## config.mk

```make
export PLATFORM = sky130hd
export DESIGN_NAME = bf5_merge
export DESIGN_NICKNAME = d
export VERILOG_FILES = /design/src/rtl/core/bf5_pkg.sv /design/src/rtl/core/bf5_merge.sv
export SDC_FILE = /design/constraint.sdc
export NUM_CORES = 1
export LEC_CHECK = 0
export BUFFER_PORTS_ARGS = -buffer_cell sky130_fd_sc_hd__buf_2
export CORE_UTILIZATION = 60
export DETAILED_ROUTE_END_ITERATION = 7
export GPL_TIMING_DRIVEN = 0
export PLACE_DENSITY = 0.88
export SYNTH_ARGS = -nofsm -noshare
export SYNTH_HDL_FRONTEND = slang
export SYNTH_SLANG_ARGS = --single-unit
export TNS_END_PERCENT = 30
```

## constraint.sdc

```tcl
create_clock -name clock -period 5.3 [get_ports clock]
set_input_delay 0.795 -clock clock [delete_from_list [all_inputs] [get_ports clock]]
set_output_delay 0.795 -clock clock [all_outputs]
set_load 0.01 [all_outputs]
```

## src/rtl/core/bf5_pkg.sv

```systemverilog
// Shared types and constants of the 5x5 box filter.
package bf5_pkg;

   localparam int PIX_W      = 8;
   localparam int CHANNELS   = 3;
   localparam int PIXEL_W    = CHANNELS * PIX_W;
   localparam int ROW_W      = 12;
   localparam int OUT_COL_W  = 11;
   localparam int MAX_ROWS   = 4096;

   // CSR port
   localparam int CSR_IDX_W      = 2;
   localparam int CSR_DATA_W     = 13;
   localparam int IMAGE_WIDTH_W  = 12;
   localparam int IMAGE_HEIGHT_W = 13;

   localparam logic [CSR_IDX_W-1:0] CSR_IMAGE_WIDTH  = 2'd0;
   localparam logic [CSR_IDX_W-1:0] CSR_IMAGE_HEIGHT = 2'd1;
   localparam logic [CSR_IDX_W-1:0] CSR_GRAY_MODE    = 2'd2;

   localparam int RESET_WIDTH  = 640;
   localparam int RESET_HEIGHT = 480;

   // output queue
   localparam int OUTQ_DEPTH = 8;

   // per-item control carried alongside the datapath
   typedef struct packed {
      logic                 emit;
      logic                 last;
      logic                 gray;
      logic [ROW_W-1:0]     row;
      logic [OUT_COL_W-1:0] col;
   } meta_type;

   // one result word
   typedef struct packed {
      logic [PIX_W-1:0]     c0;
      logic [PIX_W-1:0]     c1;
      logic [PIX_W-1:0]     c2;
      logic [ROW_W-1:0]     row;
      logic [OUT_COL_W-1:0] col;
      logic                 last;
   } rsp_type;

endpackage

```

## src/rtl/core/bf5_merge.sv

```systemverilog
// Merge of lane means and control into result words, plus output queue.
module bf5_merge (
   input  logic                      clock,
   input  logic                      reset,
   input  logic                      push,
   input  bf5_pkg::meta_type         meta,
   input  logic [bf5_pkg::PIX_W-1:0] lane_mean [bf5_pkg::CHANNELS],
   input  logic                      reserve,
   output logic                      full,
   output logic                      rsp_valid,
   input  logic                      rsp_stall,
   output bf5_pkg::rsp_type          rsp
);

   import bf5_pkg::*;

   localparam int PTR_W = $clog2(OUTQ_DEPTH);
   localparam int CNT_W = $clog2(OUTQ_DEPTH + 1);

   rsp_type          queue_ff [OUTQ_DEPTH];
   rsp_type          word_in;
   logic [PTR_W-1:0] wr_ptr_ff;
   logic [PTR_W-1:0] rd_ptr_ff;
   logic [CNT_W-1:0] count_ff;
   logic [CNT_W-1:0] credit_ff;
   logic             pop;

   // gray mode zeroes the two color lanes
   always_comb begin
      word_in.c0   = lane_mean[0];
      word_in.c1   = meta.gray ? '0 : lane_mean[1];
      word_in.c2   = meta.gray ? '0 : lane_mean[2];
      word_in.row  = meta.row;
      word_in.col  = meta.col;
      word_in.last = meta.last;
   end

   assign pop       = rsp_valid && !rsp_stall;
   assign rsp_valid = (count_ff != '0);
   assign rsp       = queue_ff[rd_ptr_ff];
   // credits cover words already queued and words still in the pipe
   assign full      = (credit_ff == CNT_W'(OUTQ_DEPTH));

   always_ff @(posedge clock) begin
      if (reset) begin
         wr_ptr_ff <= '0;
         rd_ptr_ff <= '0;
         count_ff  <= '0;
         credit_ff <= '0;
      end else begin
         if (push) begin
            wr_ptr_ff <= (wr_ptr_ff == PTR_W'(OUTQ_DEPTH - 1)) ? '0 : wr_ptr_ff + 1'b1;
         end
         if (pop) begin
            rd_ptr_ff <= (rd_ptr_ff == PTR_W'(OUTQ_DEPTH - 1)) ? '0 : rd_ptr_ff + 1'b1;
         end
         count_ff  <= count_ff + CNT_W'(push) - CNT_W'(pop);
         credit_ff <= credit_ff + CNT_W'(reserve) - CNT_W'(pop);
      end
   end

   always_ff @(posedge clock) begin
      if (push) begin
         queue_ff[wr_ptr_ff] <= word_in;
      end
   end

   a_no_overflow: assert property (@(posedge clock) disable iff (reset)
      push |-> count_ff != CNT_W'(OUTQ_DEPTH))
      else $error("output queue written while full");

   a_count_within_credit: assert property (@(posedge clock) disable iff (reset)
      count_ff <= credit_ff)
      else $error("queued words exceed reserved credits");

endmodule

```

Word level (Yosys, flattened, before mapping)
Memory sizes are Yosys's and may differ from the RTL's. A register that Yosys moved wholly into a read port is not among the register bits.
Index checks and enable logic that the tools add are counted.
{"block": "classes", "add_sub_neg": 6, "n_eq_ne": 3, "mux": 8, "reduce_logical": 3}
{"operator": "$mux W8", "count": 2}
{"operator": "$mux W3", "count": 4}
{"operator": "$add A4 B1 Y4", "count": 2}
{"operator": "$sub A4 B1 Y4", "count": 2}
{"operator": "$add A3 B1 Y3 const B", "count": 2}
{"operator": "$eq A3 B3 Y1 const B", "count": 2}
{"operator": "$eq A4 B4 Y1 const B", "count": 1}
{"operator": "$reduce_bool A4 Y1", "count": 1}
{"operator": "$mux W1", "count": 2}
{"operator": "$logic_and A1 B1 Y1", "count": 1}
{"operator": "$logic_not A1 Y1", "count": 1}
{"block": "word_totals", "regBits": 14, "ram_bits": 384, "in_bits": 55, "output_inout_bits": 50, "elab_cells": 25, "n_memories": 1}
{"memory": "queue_ff", "depth": 8, "word_bits": 48, "rd": 1, "rd_clocked_by_memory_dff": 1, "write_ports": 1, "line_no": "bf5_merge.sv:20", "text": "rsp_type queue_ff [OUTQ_DEPTH];"}

Longest topological paths before layout
{"block": "depth", "depth_word": 4, "mapped_depth": 10, "depth_no_buf": 10}

Worst setup path after synthesis
Ideal clock, no wire load.
{"block": "synth_path", "path_kind": "in2reg", "startpoint": "input port push", "endpoint": "memory queue_ff[0][0] in the netlist's numbering (enable)", "setup_ps": 513, "arrival_time_ps": 4432, "t_required_ps": 4787, "slack_ps": 355, "stages": 3, "path_buffers": 1, "cell_sequence": "clkbuf_1 > nand2b_1 > nor3_1"}
{"block": "synth_via", "elab_chain_len": 2}
{"element": "from (decl)", "line_no": "bf5_merge.sv:5", "text": "input logic push,"}
{"element": "$mux W1", "line_no": "bf5_merge.sv:63", "text": "if (push) begin"}
{"element": "$mux W1 (implied by the code)", "line_no": "bf5_merge.sv:64", "text": "queue_ff[wr_ptr_ff] <= word_in;"}
{"element": "to (decl)", "line_no": "bf5_merge.sv:20"}
No other way between the ends.

==> results.ini <==
[synthesis]
ys_seq_area_frac = 0.757
synth.distinct_cells = 33
syn_inst = 675
syn_area_sq_um = 15700
synth_area_per_cell_sq_um = 23.2
synth-seq-cells = 401
synthesis.nets = 744
ys.flop_type = edfxtp_1
synth_edf_count = 384
yosys_warnings = 0
async_reset_ff_frac = 0

[timing]
tightestPinTransition_ns = 1.03
max_slew_margin = 0.311
whs_ns = 0.535
fmax_mhz = 281
rsz0062_at_grt = no
drv_slew = 0
skew_ns = 0.0133
hold_violations = 0
final.min_clock_period_ns = 3.56
fin_crit_sh = 0.673
finalSetupViolations = 0
layout_setup_ws_ns = 1.74

[floorplan]
rows = 58
initial_core_util = 0.618
die_w_microns = 164
ios = 105
die_area_sq_um = 26800
core_area_sq_um = 25400
dieHeight_microns = 164

[worst_hold_path]
hp-class = reg -> reg
hold_start = rd_ptr_ff[1]$_SDFFE_PP0P_
hold_end = rd_ptr_ff[1]$_SDFFE_PP0P_
holdPathStages = 2

[placement]
dpl-instance-area_sq_um = 17000
place_inst = 1127
detailed_place_hpwl_microns = 19300
dp_slack_ns = 2.18
place_congestion = 0.687
portBuffers = 102

[worst_setup_path]
path_cells = clkbuf_1, clkbuf_1, mux4_2, mux2_4, buf_2
timing.rr.end = count_ff[2]$_SDFF_PP0_
cp_data_required_time_ns = 4.51
cp_max_fo = 10
r2r-start = count_ff[2]$_SDFF_PP0_
crit_path_frequent_cell = clkbuf_1
crit_path_start_kind = register
worstSetupPathType = reg -> out
crit_slowest_cell = clkbuf_1
ff2ff_path_depth = 9
rrSetupSlack_ns = 2.79
cp_slowest_stage_delay_ns = 0.64
cp.arrival_ns = 2.77
critPathCaptureType = output port

[global_routing]
grtUsageMet3 = 0.0437
grt_pass1_wl_microns = 48800
globalRoute.busiestLayer = met2
globalRouteTotalUtil = 0.259
grt_overflow = 0
grt_pass1_vias = 7840
grt_max_degree = 27
grtUsageMet1 = 0.342
antenna_found_initial = 2
use_met2 = 0.442

[pwr]
p_int_mw = 5.71
power.density_nw_per_um2 = 408
p_sw_frac = 0.231
seqPwrFrac = 0.487
p_sw_mw = 1.71
clkPwrFrac = 0.360
leakagePower_nw = 6.11
p_total_mw = 7.42
comb_power_share = 0.153
ir_worst_vdd_v = 0.000230

[route]
drt_first_iter_violations = 759
drtAntennaViolNets = 0
vias = 7610
vias_per_cell = 6.35
dr.pass1.iters = 5
wl_microns = 33300
drcViolationCount = 0
avgRoutedWirePerCell_microns = 27.8

[cells_and_area]
design_area_sq_um = 18200
finalNetCount = 907
most-common-layout-cells = edfxtp_1 (384), buf_2 (112), mux4_2 (73)
final_common_cell = edfxtp_1
synthToLayoutAreaGrowth_pct = 16.1
nFillCells = 1407
drive_above_1_share = 0.370
instances_no_fill = 1198

[clocking]
numCtsBuffers = 39
cts_tree = done
cts.sink_count = 401
clk_path_buf_depth = 3
ctsHoldBuffers = 0
clkSlewWorstSetupHoldPaths_ns = 0.06
h-tree-depth = 2
clk_latency_ns = 0.53
cts_root_buf = clkbuf_16
cts_resized = 0
cts_setup_buffers = 0

[job]
cap_violations = 0

[outcome]
status = completed

per-stage QoR:
step | TNS (ns) | util
finish | 0 | 0.717
global route | 0 | 0.717
CTS | 0 | 0.717
detailed placement | 0 | 0.669
global placement | -367.96 | 0.654
floorplan | 0 | -
synth_stat cells (all sizes together) (3+ instances only):
library cell | number | share of area
clkbuf | 15 | 0.0041
nor2b | 20 | 0.0080
nor2 | 15 | 0.0036
mux4 | 96 | 0.14
ha | 12 | 0.0096
nand2 | 5 | 0.0012
mux2i | 3 | 0.0019
buf | 16 | 0.010
nand2b | 4 | 0.0016
mux2 | 49 | 0.045
inv | 10 | 0.0024
edfxtp | 384 | 0.73
a21oi | 9 | 0.0029
dfxtp | 17 | 0.022
o21ai | 4 | 0.0013
sequential cells by signal (all words and copies together) (netlist names), named ones only:
| register | flops |
|---|---|
| rd_ptr_ff | 3 |
| wr_ptr_ff | 3 |
| credit_ff | 4 |
| count_ff | 4 |
| queue_ff | 384 |
critical path: cells and delay by family (launching register included):
kind | cells | cell delay [ns]
muxes | 2 | 0.76
buffers and inverters | 3 | 1.17
DFF | 1 | 0.31
per-layer routing:
metal  routed length, microns  vias to the layer above
li1                         -                     3160
met1                    12800                     3967
met2                    17300                      405
met3                     2350                       78
met4                      856                        0
met5                        0                        -
worst max path at each step:
| stage | start | to | slack (ns) |
|---|---|---|---|
| 2_1_floorplan | push | queue_ff[0][0]$_DFFE_PP_ | 0.35 |
| 3_3_place_gp | push | queue_ff[0][34]$_DFFE_PP_ | -2.73 |
| 3_5_place_dp | push | queue_ff[4][32]$_DFFE_PP_ | 2.18 |
| 4_1_cts | register | rsp[36] | 1.69 |
| 5_1_grt | register | rsp[36] | 1.63 |
| 6_report | register | rsp[36] | 1.74 |
cell families after synthesis:
kind of cell,count (synthesis),synth area share
AO/OA/AOI/OAI,15,0.00518
XOR/XNOR,2,0.00112
adder cells (fa/ha/maj),14,0.0121
buffers and inverters,41,0.0167
flip-flops,401,0.757
multiplexers,148,0.190
AND/OR/NAND/NOR,54,0.0183
power by group through the flow:
stage               registers [mW]  clock network, mW  logic (mW)
floorplan                     3.67                  0       0.778
global placement              3.68                  0        1.08
detailed placement            3.68                  0        1.13
CTS                           3.61               2.69        1.15
global route                  3.62               2.80        1.22
finish                        3.61               2.67        1.14
area by class of cell:
cell class,count,area (sq um),share of cell area
multi-input combinational,233,3610,0.198
antenna,2,5.00,0.000275
timing repair buffer,122,830,0.0456
buffer,31,225,0.0124
sequential,401,11900,0.652
inverter,10,37.5,0.00206
tap,330,413,0.0227
clock buffer,51,1060,0.0584
clock inverter,18,155,0.00852
(Power assumes the default switching activity.)
