File: src/rtl/core/bf5_pkg.sv
// Shared types and constants of the 5x5 box filter.
package bf5_pkg;

   localparam int PIX_W      = 8;
   localparam int CHANNELS   = 3;
   localparam int PIXEL_W    = CHANNELS * PIX_W;
   localparam int ROW_W      = 12;
   localparam int OUT_COL_W  = 11;
   localparam int MAX_ROWS   = 4096;

   // CSR port
   localparam int CSR_IDX_W      = 2;
   localparam int CSR_DATA_W     = 13;
   localparam int IMAGE_WIDTH_W  = 12;
   localparam int IMAGE_HEIGHT_W = 13;

   localparam logic [CSR_IDX_W-1:0] CSR_IMAGE_WIDTH  = 2'd0;
   localparam logic [CSR_IDX_W-1:0] CSR_IMAGE_HEIGHT = 2'd1;
   localparam logic [CSR_IDX_W-1:0] CSR_GRAY_MODE    = 2'd2;

   localparam int RESET_WIDTH  = 640;
   localparam int RESET_HEIGHT = 480;

   // output queue
   localparam int OUTQ_DEPTH = 8;

   // per-item control carried alongside the datapath
   typedef struct packed {
      logic                 emit;
      logic                 last;
      logic                 gray;
      logic [ROW_W-1:0]     row;
      logic [OUT_COL_W-1:0] col;
   } meta_type;

   // one result word
   typedef struct packed {
      logic [PIX_W-1:0]     c0;
      logic [PIX_W-1:0]     c1;
      logic [PIX_W-1:0]     c2;
      logic [ROW_W-1:0]     row;
      logic [OUT_COL_W-1:0] col;
      logic                 last;
   } rsp_type;

endpackage

File: src/rtl/core/bf5_lane.sv
// One channel lane: window sum over two stages, then divide by the tap count.
module bf5_lane #(
   parameter int WINDOW = 5
) (
   input  logic                      clock,
   input  logic [bf5_pkg::PIX_W-1:0] win [WINDOW*WINDOW],
   output logic [bf5_pkg::PIX_W-1:0] mean
);

   import bf5_pkg::*;

   localparam int TAPS      = WINDOW * WINDOW;
   localparam int ROW_SUM_W = PIX_W + $clog2(WINDOW);
   localparam int SUM_W     = PIX_W + $clog2(TAPS);
   // floor(x/TAPS) == (x*DIV_MULT) >> DIV_SHIFT for every x below 2**SUM_W
   localparam int DIV_SHIFT = SUM_W + $clog2(TAPS);
   localparam int DIV_MULT  = (2 ** DIV_SHIFT + TAPS - 1) / TAPS;
   localparam int MULT_W    = SUM_W + 2;
   localparam int PROD_W    = SUM_W + MULT_W;

   logic [ROW_SUM_W-1:0] row_sum_in [WINDOW];
   logic [ROW_SUM_W-1:0] row_sum_ff [WINDOW];
   logic [SUM_W-1:0]     sum_in;
   logic [SUM_W-1:0]     sum_ff;
   logic [PROD_W-1:0]    prod;
   logic [PIX_W-1:0]     mean_ff;

   // stage 1: one sum per window row
   always_comb begin
      for (int i = 0; i < WINDOW; i++) begin
         row_sum_in[i] = '0;
         for (int j = 0; j < WINDOW; j++) begin
            row_sum_in[i] = row_sum_in[i] + ROW_SUM_W'(win[i*WINDOW + j]);
         end
      end
   end

   // stage 2: total over rows
   always_comb begin
      sum_in = '0;
      for (int i = 0; i < WINDOW; i++) begin
         sum_in = sum_in + SUM_W'(row_sum_ff[i]);
      end
   end

   // stage 3: reciprocal multiply
   assign prod = PROD_W'(sum_ff) * PROD_W'(DIV_MULT);

   always_ff @(posedge clock) begin
      row_sum_ff <= row_sum_in;
      sum_ff     <= sum_in;
      mean_ff    <= prod[DIV_SHIFT +: PIX_W];
   end

   assign mean = mean_ff;

endmodule

File: config.mk
export PLATFORM = sky130hd
export DESIGN_NAME = bf5_lane
export DESIGN_NICKNAME = d
export VERILOG_FILES = /design/src/rtl/core/bf5_pkg.sv /design/src/rtl/core/bf5_lane.sv
export SDC_FILE = /design/constraint.sdc
export NUM_CORES = 1
export LEC_CHECK = 0
export BUFFER_PORTS_ARGS = -buffer_cell sky130_fd_sc_hd__buf_2
export CORE_MARGIN = 2
export CORE_UTILIZATION = 40
export DETAILED_ROUTE_END_ITERATION = 10
export PLACE_DENSITY = 0.72
export SLEW_MARGIN = 15
export SYNTH_ARGS = -nofsm -noshare
export SYNTH_HDL_FRONTEND = slang
export SYNTH_SLANG_ARGS = --single-unit
File: constraint.sdc
create_clock -name clock -period 7.97 [get_ports clock]
set_input_delay 2.391 -clock clock [delete_from_list [all_inputs] [get_ports clock]]
set_output_delay 2.391 -clock clock [all_outputs]
set_load 0.02 [all_outputs]
Yosys cells after proc, flatten, opt, wreduce, memory -nomap -nowiden
Cells that the tools add are included.

cells by class
  $add $sub $neg = 24
  multipliers = 1

operators by type and width
  kind                                                                    count
  10-bit by 8-bit adder with 11-bit output                                5
  11-bit by 8-bit adder with 11-bit output                                5
  9-bit by 8-bit adder with 10-bit output                                 5
  8-bit by 8-bit adder with 9-bit output                                  5
  13-bit by 11-bit adder with 13-bit output                               2
  13-bit by 13-bit multiplier with 25-bit output (second input constant)  1
  12-bit by 11-bit adder with 13-bit output                               1
  11-bit by 11-bit adder with 12-bit output                               1

word-level totals
  register bits after elaboration = 76
  input port bits = 201

Longest topological paths before layout
Gate-level depths: netlist of the first run.

  depth after elaboration = 4
  depth in mapped cells = 16

Least setup slack after synthesis of the first run
No wires, ideal clock.

  kind = input-to-reg
  start point = in win[1] (netlist name)
  end point = reg row_sum_ff[7] (netlist name)
  library setup time = 0.118 ns
  arrival = 5.264 ns
  data required time = 7.852 ns
  path slack = 2.588 ns
  stages = 14
  buffers on the path = 0
  path through = fa_1 > fa_1 > inv_1 > fa_1 > inv_1 > ha_1 > inv_1 > fa_1 > nor2b_1 > o21ai_0 > a21boi_0 > o21ai_0 > nor2b_1 > xnor2_1

RTL lines
  element               line            RTL
  start, declared       bf5_lane.sv:6   input logic [bf5_pkg::PIX_W-1:0] win [WINDOW*WINDOW],
  end signal, assigned  bf5_lane.sv:50  row_sum_ff <= row_sum_in;
  end, declared         bf5_lane.sv:22  logic [ROW_SUM_W-1:0] row_sum_ff [WINDOW];

==> summary.txt, run 1 <==
Die
  • Num ports: 209
  • Die area: ~26000 µm²
  • Overall die width: ~160 µm
  • Initial Util: 40.4%
  • Core Area: 24200 µm²
  • Row cnt: 57
  • Die Ht: about 160 µm

Clock tree
  • Clock-pin slew on the worst setup and hold paths: 60 ps
  • Post-cts sizing count: 0
  • Clk root buf: clkbuf_16
  • Sink Count: 76
  • TritonCTS clock tree: yes
  • Post-cts hold buffer count: 0
  • H-tree depth: 3
  • Post-CTS Setup Bufs: 0
  • CTS Buffer Depth: 2
  • Clk_lat worst skew: between 300 and 400 ps
  • Num CTS Buffers: 9

Timing
  • Final Max Tran Viols: 0
  • RSZ-0062 raised after global routing: no
  • Final hold slack: 466 ps
  • Fin crit share: a little over two thirds
  • Final Hold Fails: 0
  • Setup TNS Final: 0 ps
  • Worst-Margin Slew: 517 ps
  • Final Critical Period: 5530 ps
  • Fmax: approximately 0.18 GHz
  • # setup viols final: 0
  • Slew HR: 65.1%
  • Clk_skew: 6.74 ps

Worst hold path
  • Hold Path Stages: 1
  • HP Class: reg -> reg

Routing
  • DRC: 0
  • Vias per std cell: 4.63
  • DR vias: 6427
  • Post-Route WL: 18500 µm
  • Antenna Nets Post-Route: 0
  • Pre-Repair DR Iteration Count: 4
  • Initial DRC count: 170
  • WL/cell: 13.4 µm

GRT
  • GRT Residual Overflow: 0
  • Initial antenna violation count: 1
  • Largest net degree at the start of global routing: 13
  • First-pass GRT wire length: 32100 µm
  • Number of global-route vias before repair: around 7300
  • GR Util All Layers: 15.6%

Final layout
  • Area delta synth->final: 17.8%
  • Fillcell total: approximately 2200
  • Storage element area: 1520 µm²
  • Share of layout cells above drive strength 1: a little over a fifth
  • NumNets Final: 1620
  • Multi-input logic area: 7690 µm²

Logic synthesis
  • Yosys Warn Count: 0
  • Syn Area/Cell: roughly 12 µm²
  • Mapped Area: 9760 µm²
  • EDFF count, synth: 0
  • Synth Instances: roughly 840
  • Async set or reset register ratio after synthesis: 0%
  • Top cell type by total area after synthesis: fa_1
  • Register area share after synthesis: 15.6%
  • Share of the synthesized area in the top cell type: 41.6%
  • Synthesized net count: approximately 1400
  • Post-synthesis sequential element count: 76
  • Primary FF master, synth: dfxtp_1
  • Ranking of synthesized cells by area: fa_1, ha_1, dfxtp_1
  • Post-synth cell types: 46

Worst setup path
  • Crit-path cells: buf_2 -> fa_1 -> fa_1 -> inv_1 -> fa_1 -> inv_1 -> ha_1 -> inv_1 -> fa_1 -> nor2b_1 -> o21ai_0 -> a21boi_0 -> o21ai_0 -> a21oi_1 -> xor2_1
  • Critical Path Fanout Max: 2
  • CP delay by family, top: adder cells
  • Crit path buf inv count: 4
  • Worst reg2reg path depth: 14
  • CP required: 8240 ps
  • Critical Path Max Stage Delay: between 500 and 600 ps
  • Slowest-stage cell, CP: fa_1
  • Worst setup EP type: flip-flop
  • CP Data Arrival Time: 5810 ps
  • Cell depth of the worst setup path: 15
  • Critical path startpoint category: input pin
  • CP most frequent cell: fa_1
  • Critical path class: in -> reg

Placement
  • HPWL Detailed: 17300 µm
  • Placer Congestion: 0.807
  • # port buffers: 208

Outcome
  • Status: complete, no violations

Job
  • Max-cap violation count: 0
[cell type report]
class	count	share of cell area, %
clock buffer	11	2.02
tap	324	3.53
timing repair buffer	208	9.05
sequential	76	13.2
inverter	146	4.77
clock inverter	5	0.457
multi-input combinational	616	66.9
antenna	1	0.0218
[final timing paths]
path	from	to	slack (ps)
max	win[1]	row_sum_ff[9]	2440
min reg2reg	row_sum_ff[44]	sum_ff[0]	470
min	row_sum_ff[44]	sum_ff[0]	470
max reg2reg	sum_ff[10]	mean[7]	3080
[state kept, by name, indices dropped and copies added, names as in the netlist]
| register | cells |
|---|---|
| mean | 8 |
| row_sum_ff | 55 |
| sum_ff | 13 |
[cells in the mapped netlist, types with 2 or more instances]
master / n
fa_1: 203
ha_1: 159
inv_1: 146
dfxtp_1: 76
xnor2_1: 44
nor2_1: 31
a21oi_1: 25
o21ai_0: 23
nand2_1: 22
nor3_1: 15
nor2b_1: 13
a21boi_0: 11
a21o_1: 8
nand2b_1: 6
xor2_1: 6
o41ai_1: 5
o21a_1: 4
or3_1: 4
nand3_1: 3
nand4_1: 3
a31oi_1: 2
and2_1: 2
and3_1: 2
nand3b_1: 2
o211ai_1: 2
[stage by stage]
step	worst slack (ps)	area [µm²]	util, %	instances
4_1_cts	2490	11500	47.5	1386
6_report	2440	11500	47.6	1387
3_5_place_dp	2150	11200	46.4	1370
5_1_grt	2270	11500	47.6	1387
3_3_place_gp	2240	11200	46.4	1370
2_1_floorplan	2590	9760	-	838
[worst register-to-register path, stage by stage, from the launching register on]
cell and delay (ps):
dfxtp_1 630, ha_1 370, fa_1 470, fa_1 510
inv_1 50, fa_1 440, fa_1 510, inv_1 50
ha_1 200, a211oi_2 220, nand2_2 110, a2111oi_4 480
o211ai_2 200, and4_4 220, a311o_1 300
[kinds of logic after synthesis]
group                    share of synthesized area [%]
adder cells (fa/ha/maj)                           62.0
buffers and inverters                             5.61
AND/OR/NAND/NOR                                   5.38
AO/OA/AOI/OAI                                     6.95
flip-flops                                        15.6
XOR/XNOR                                          4.48
[per-layer routing]
| metal | GRT usage (%) | wire, µm | vias up | share of wire [%] |
|---|---|---|---|---|
| li1 | - | - | 3153 | - |
| met1 | 17.3 | 7200 | 3124 | 39 |
| met2 | 30.2 | 10300 | 121 | 55 |
| met3 | 2.99 | 602 | 29 | 3.2 |
| met4 | 4.34 | 463 | 0 | 2.5 |
| met5 | 0 | 0 | - | 0 |
[cells in the final DEF, fill, tap and decap left out, types with 15 or more instances in the layout]
cell,synthesis,final
inv_1,146,146
nor2_1,31,31
dfxtp_1,76,76
nor3_1,15,15
xnor2_1,44,44
ha_1,159,159
buf_2,0,208
a21oi_1,25,25
fa_1,203,203
o21ai_0,23,23
nand2_1,22,22
Power of run 1 is left out: the tool's default activity adds up to more than one toggle a clock period on the data nets, which glitch-free logic cannot reach.
==> run 2, diff against run 1 <==
PLACE_DENSITY = 0.74   (was 0.72)
clock period = 5.05 ns   (was 7.97 ns; I/O delays follow)
==> run 2 against run 1 <==
Final area is 0.49% higher. Count of clock-buffer cells in the layout is 2 lower. Sequential share of layout area is 0.064 points lower. Register-to-register slack worse by 2800 ps. Flip-flop and latch count stayed put. Routed wire length is 3.4% higher. Non-clock buffer count is 8 higher. Global-route usage is 0.24 points higher. Final cell count is 0.50% higher. First-iteration DRC count is 14% higher. Hold slack better by 0.54 ps.
==> summary.txt, run 2 (same netlist as run 1, synthesis figures left out) <==
Die
  • Overall die width: 160 µm (unchanged)
  • Die Ht: 160 µm (unchanged)
  • Die area: 25700 µm² (unchanged)
  • Num ports: 209 (unchanged)
  • Row cnt: 57 (unchanged)
  • Initial Util: 40.4% (unchanged)
  • Core Area: 24200 µm² (unchanged)

Clock tree
  • Num CTS Buffers: 9 (unchanged)
  • CTS Buffer Depth: 2 (unchanged)
  • TritonCTS clock tree: yes
  • Post-CTS Setup Bufs: 0 (unchanged)
  • Post-cts sizing count: 0 (unchanged)
  • Clock-pin slew on the worst setup and hold paths: 60 ps (about the same)
  • Sink Count: 76 (unchanged)
  • Post-cts hold buffer count: 0 (unchanged)
  • Clk_lat worst skew: 340 ps (about the same)
  • Clk root buf: clkbuf_16
  • H-tree depth: 3 (unchanged)

Worst setup path
  • CP Data Arrival Time: 5000 ps (-810 ps)
  • Worst reg2reg path depth: 16 (+2)
  • Critical path startpoint category: flip-flop
  • Worst setup EP type: flip-flop
  • Crit Reg-Reg Startpoint: sum_ff[5]
  • Flop-to-flop setup slack: 280 ps (-2800 ps)
  • Crit-path cells: inv_1 -> fa_1 -> inv_1 -> ha_1 -> fa_1 -> fa_1 -> inv_1 -> fa_1 -> inv_1 -> ha_1 -> a211oi_2 -> nand2_2 -> a2111oi_4 -> o211ai_2 -> and4_4 -> a311o_1
  • Crit path from: sum_ff[5]
  • CP required: 5280 ps (-2960 ps)
  • Critical Path Max Stage Delay: 550 ps (about the same)
  • Reg2Reg Capture Point: mean[7]
  • Slowest-stage cell, CP: fa_1
  • Critical path class: reg -> reg
  • Crit path to: mean[7]
  • Critical Path Fanout Max: 4 (+2)

Final layout
  • Finished Layout Cells: 1394 (+0.50%)
  • Share of layout cells above drive strength 1: 22.6% (+0.77 points)
  • Commonest non-fill, non-tap cells in the layout: buf_2, fa_1, ha_1, inv_1, dfxtp_1
  • N_diodes: 0 (-1)
  • Most flops, register: row_sum_ff
  • Final Cell Area: 11600 µm² (+0.49%)
  • Commonest non-fill, non-tap cell in the layout: buf_2
  • NumNets Final: 1628 (+0.49%)
  • Fillcell total: 2176 (-1.8%)
  • Area delta synth->final: 18.3%
  • Largest register FFs: 55 (unchanged)

GRT
  • Initial antenna violation count: 0 (-1)
  • Number of global-route vias before repair: 7411 (+1.7%)
  • Largest net degree at the start of global routing: 16 (+3)
  • First-pass GRT wire length: 32600 µm (+1.3%)
  • GRT Residual Overflow: 0 (unchanged)
  • GR Util All Layers: 15.8% (+0.24 points)

Placement
  • Placed cell areas: 11300 µm² (+0.54%)
  • Pre-CTS setup slack: 150 ps (-2000 ps)
  • Placer Congestion: 0.834 (+3.4%)
  • HPWL Detailed: 17900 µm (+3.4%)
  • # port buffers: 208 (unchanged)
  • Placed Cells incl. Taps: 1378 (+0.58%)

Routing
  • Post-Route WL: 19200 µm (+3.4%)
  • Antenna Nets Post-Route: 0 (unchanged)
  • DRC: 0 (unchanged)
  • DR vias: 6515 (+1.4%)
  • WL/cell: 13.7 µm (+2.9%)
  • Initial DRC count: 194 (+14%)
  • Vias per std cell: 4.67 (+0.86%)
  • Pre-Repair DR Iteration Count: 4 (unchanged)

Timing
  • Final Critical Period: 4770 ps
  • Final worst setup slack: 275 ps (-2160 ps)
  • RSZ-0062 raised after global routing: no
  • Final Max Tran Viols: 0 (unchanged)
  • Clk_skew: 6.87 ps (+0.133 ps)
  • # setup viols final: 0 (unchanged)
  • Fin crit share: 94.5%
  • Worst-Margin Slew: 509 ps (-8.05 ps)
  • Fmax: 0.209 GHz
  • Setup TNS Final: 0 ps (unchanged)
  • Slew HR: 65.7% (+0.54 points)
  • Final Hold Fails: 0 (unchanged)

Worst hold path
  • HP Class: reg -> reg

Job
  • Max-cap violation count: 0 (unchanged)

Outcome
  • Status: complete, no violations
==> run 2: changes by cell type in the layout (fill, tap and decap cells not counted), sizes merged <==
cell / before / now
clkinv: 3 / 2
inv: 146 / 150
buf: 208 / 216
bufinv: 1 / 0
diode: 1 / 0
clkbuf: 11 / 9
==> run 2: layout make-up <==
cell class | count | area [µm²] | area share (%)
multi-input cells | 616 | 7690 | 66.6
flip-flops and latches | 76 | 1520 | 13.2
repair buffers | 216 | 1100 | 9.53
inverters | 146 | 548 | 4.74
well taps | 324 | 405 | 3.51
clock buffers | 9 | 225 | 1.95
clock inverters | 7 | 58.8 | 0.509
==> run 2: through the flow <==
step / utilization (%) / hold slack [ps]
after floorplan: - / 432
final: 47.8 / 467
after global placement: 46.6 / 454
after CTS: 47.8 / 469
after global routing: 47.8 / 487
after detailed placement: 46.6 / 451
==> run 2: critical path: cells and delay by family, from the launching register on <==
kind,cells,cell delay (ps)
AOI/OAI and AO/OA,4,1180
DFF,1,430
and+or+nand+nor,2,320
buffers and inverters,4,320
adders and majority gates,6,2400
==> run 2: layer usage <==
layer	global-route usage (%)	routed length (µm)	vias to the layer above
li1	-	-	3173
met1	17.3	7340	3174
met2	30.5	10500	130
met3	3.06	697	38
met4	5.36	578	0
met5	0	0	-
==> run 2: how the worst min path moves through the flow <==
stage / from / to / slack, ps / cells past startpoint
finish: row_sum_ff[44] / sum_ff[0] / 470 / 1
global route: row_sum_ff[44] / sum_ff[0] / 490 / 1
CTS: row_sum_ff[44] / sum_ff[0] / 470 / 1
detailed placement: row_sum_ff[44] / sum_ff[0] / 450 / 1
global placement: row_sum_ff[44] / sum_ff[0] / 450 / 1
floorplan: row_sum_ff[44] / sum_ff[0] / 430 / 1
Power of run 2 is left out for the same reason.
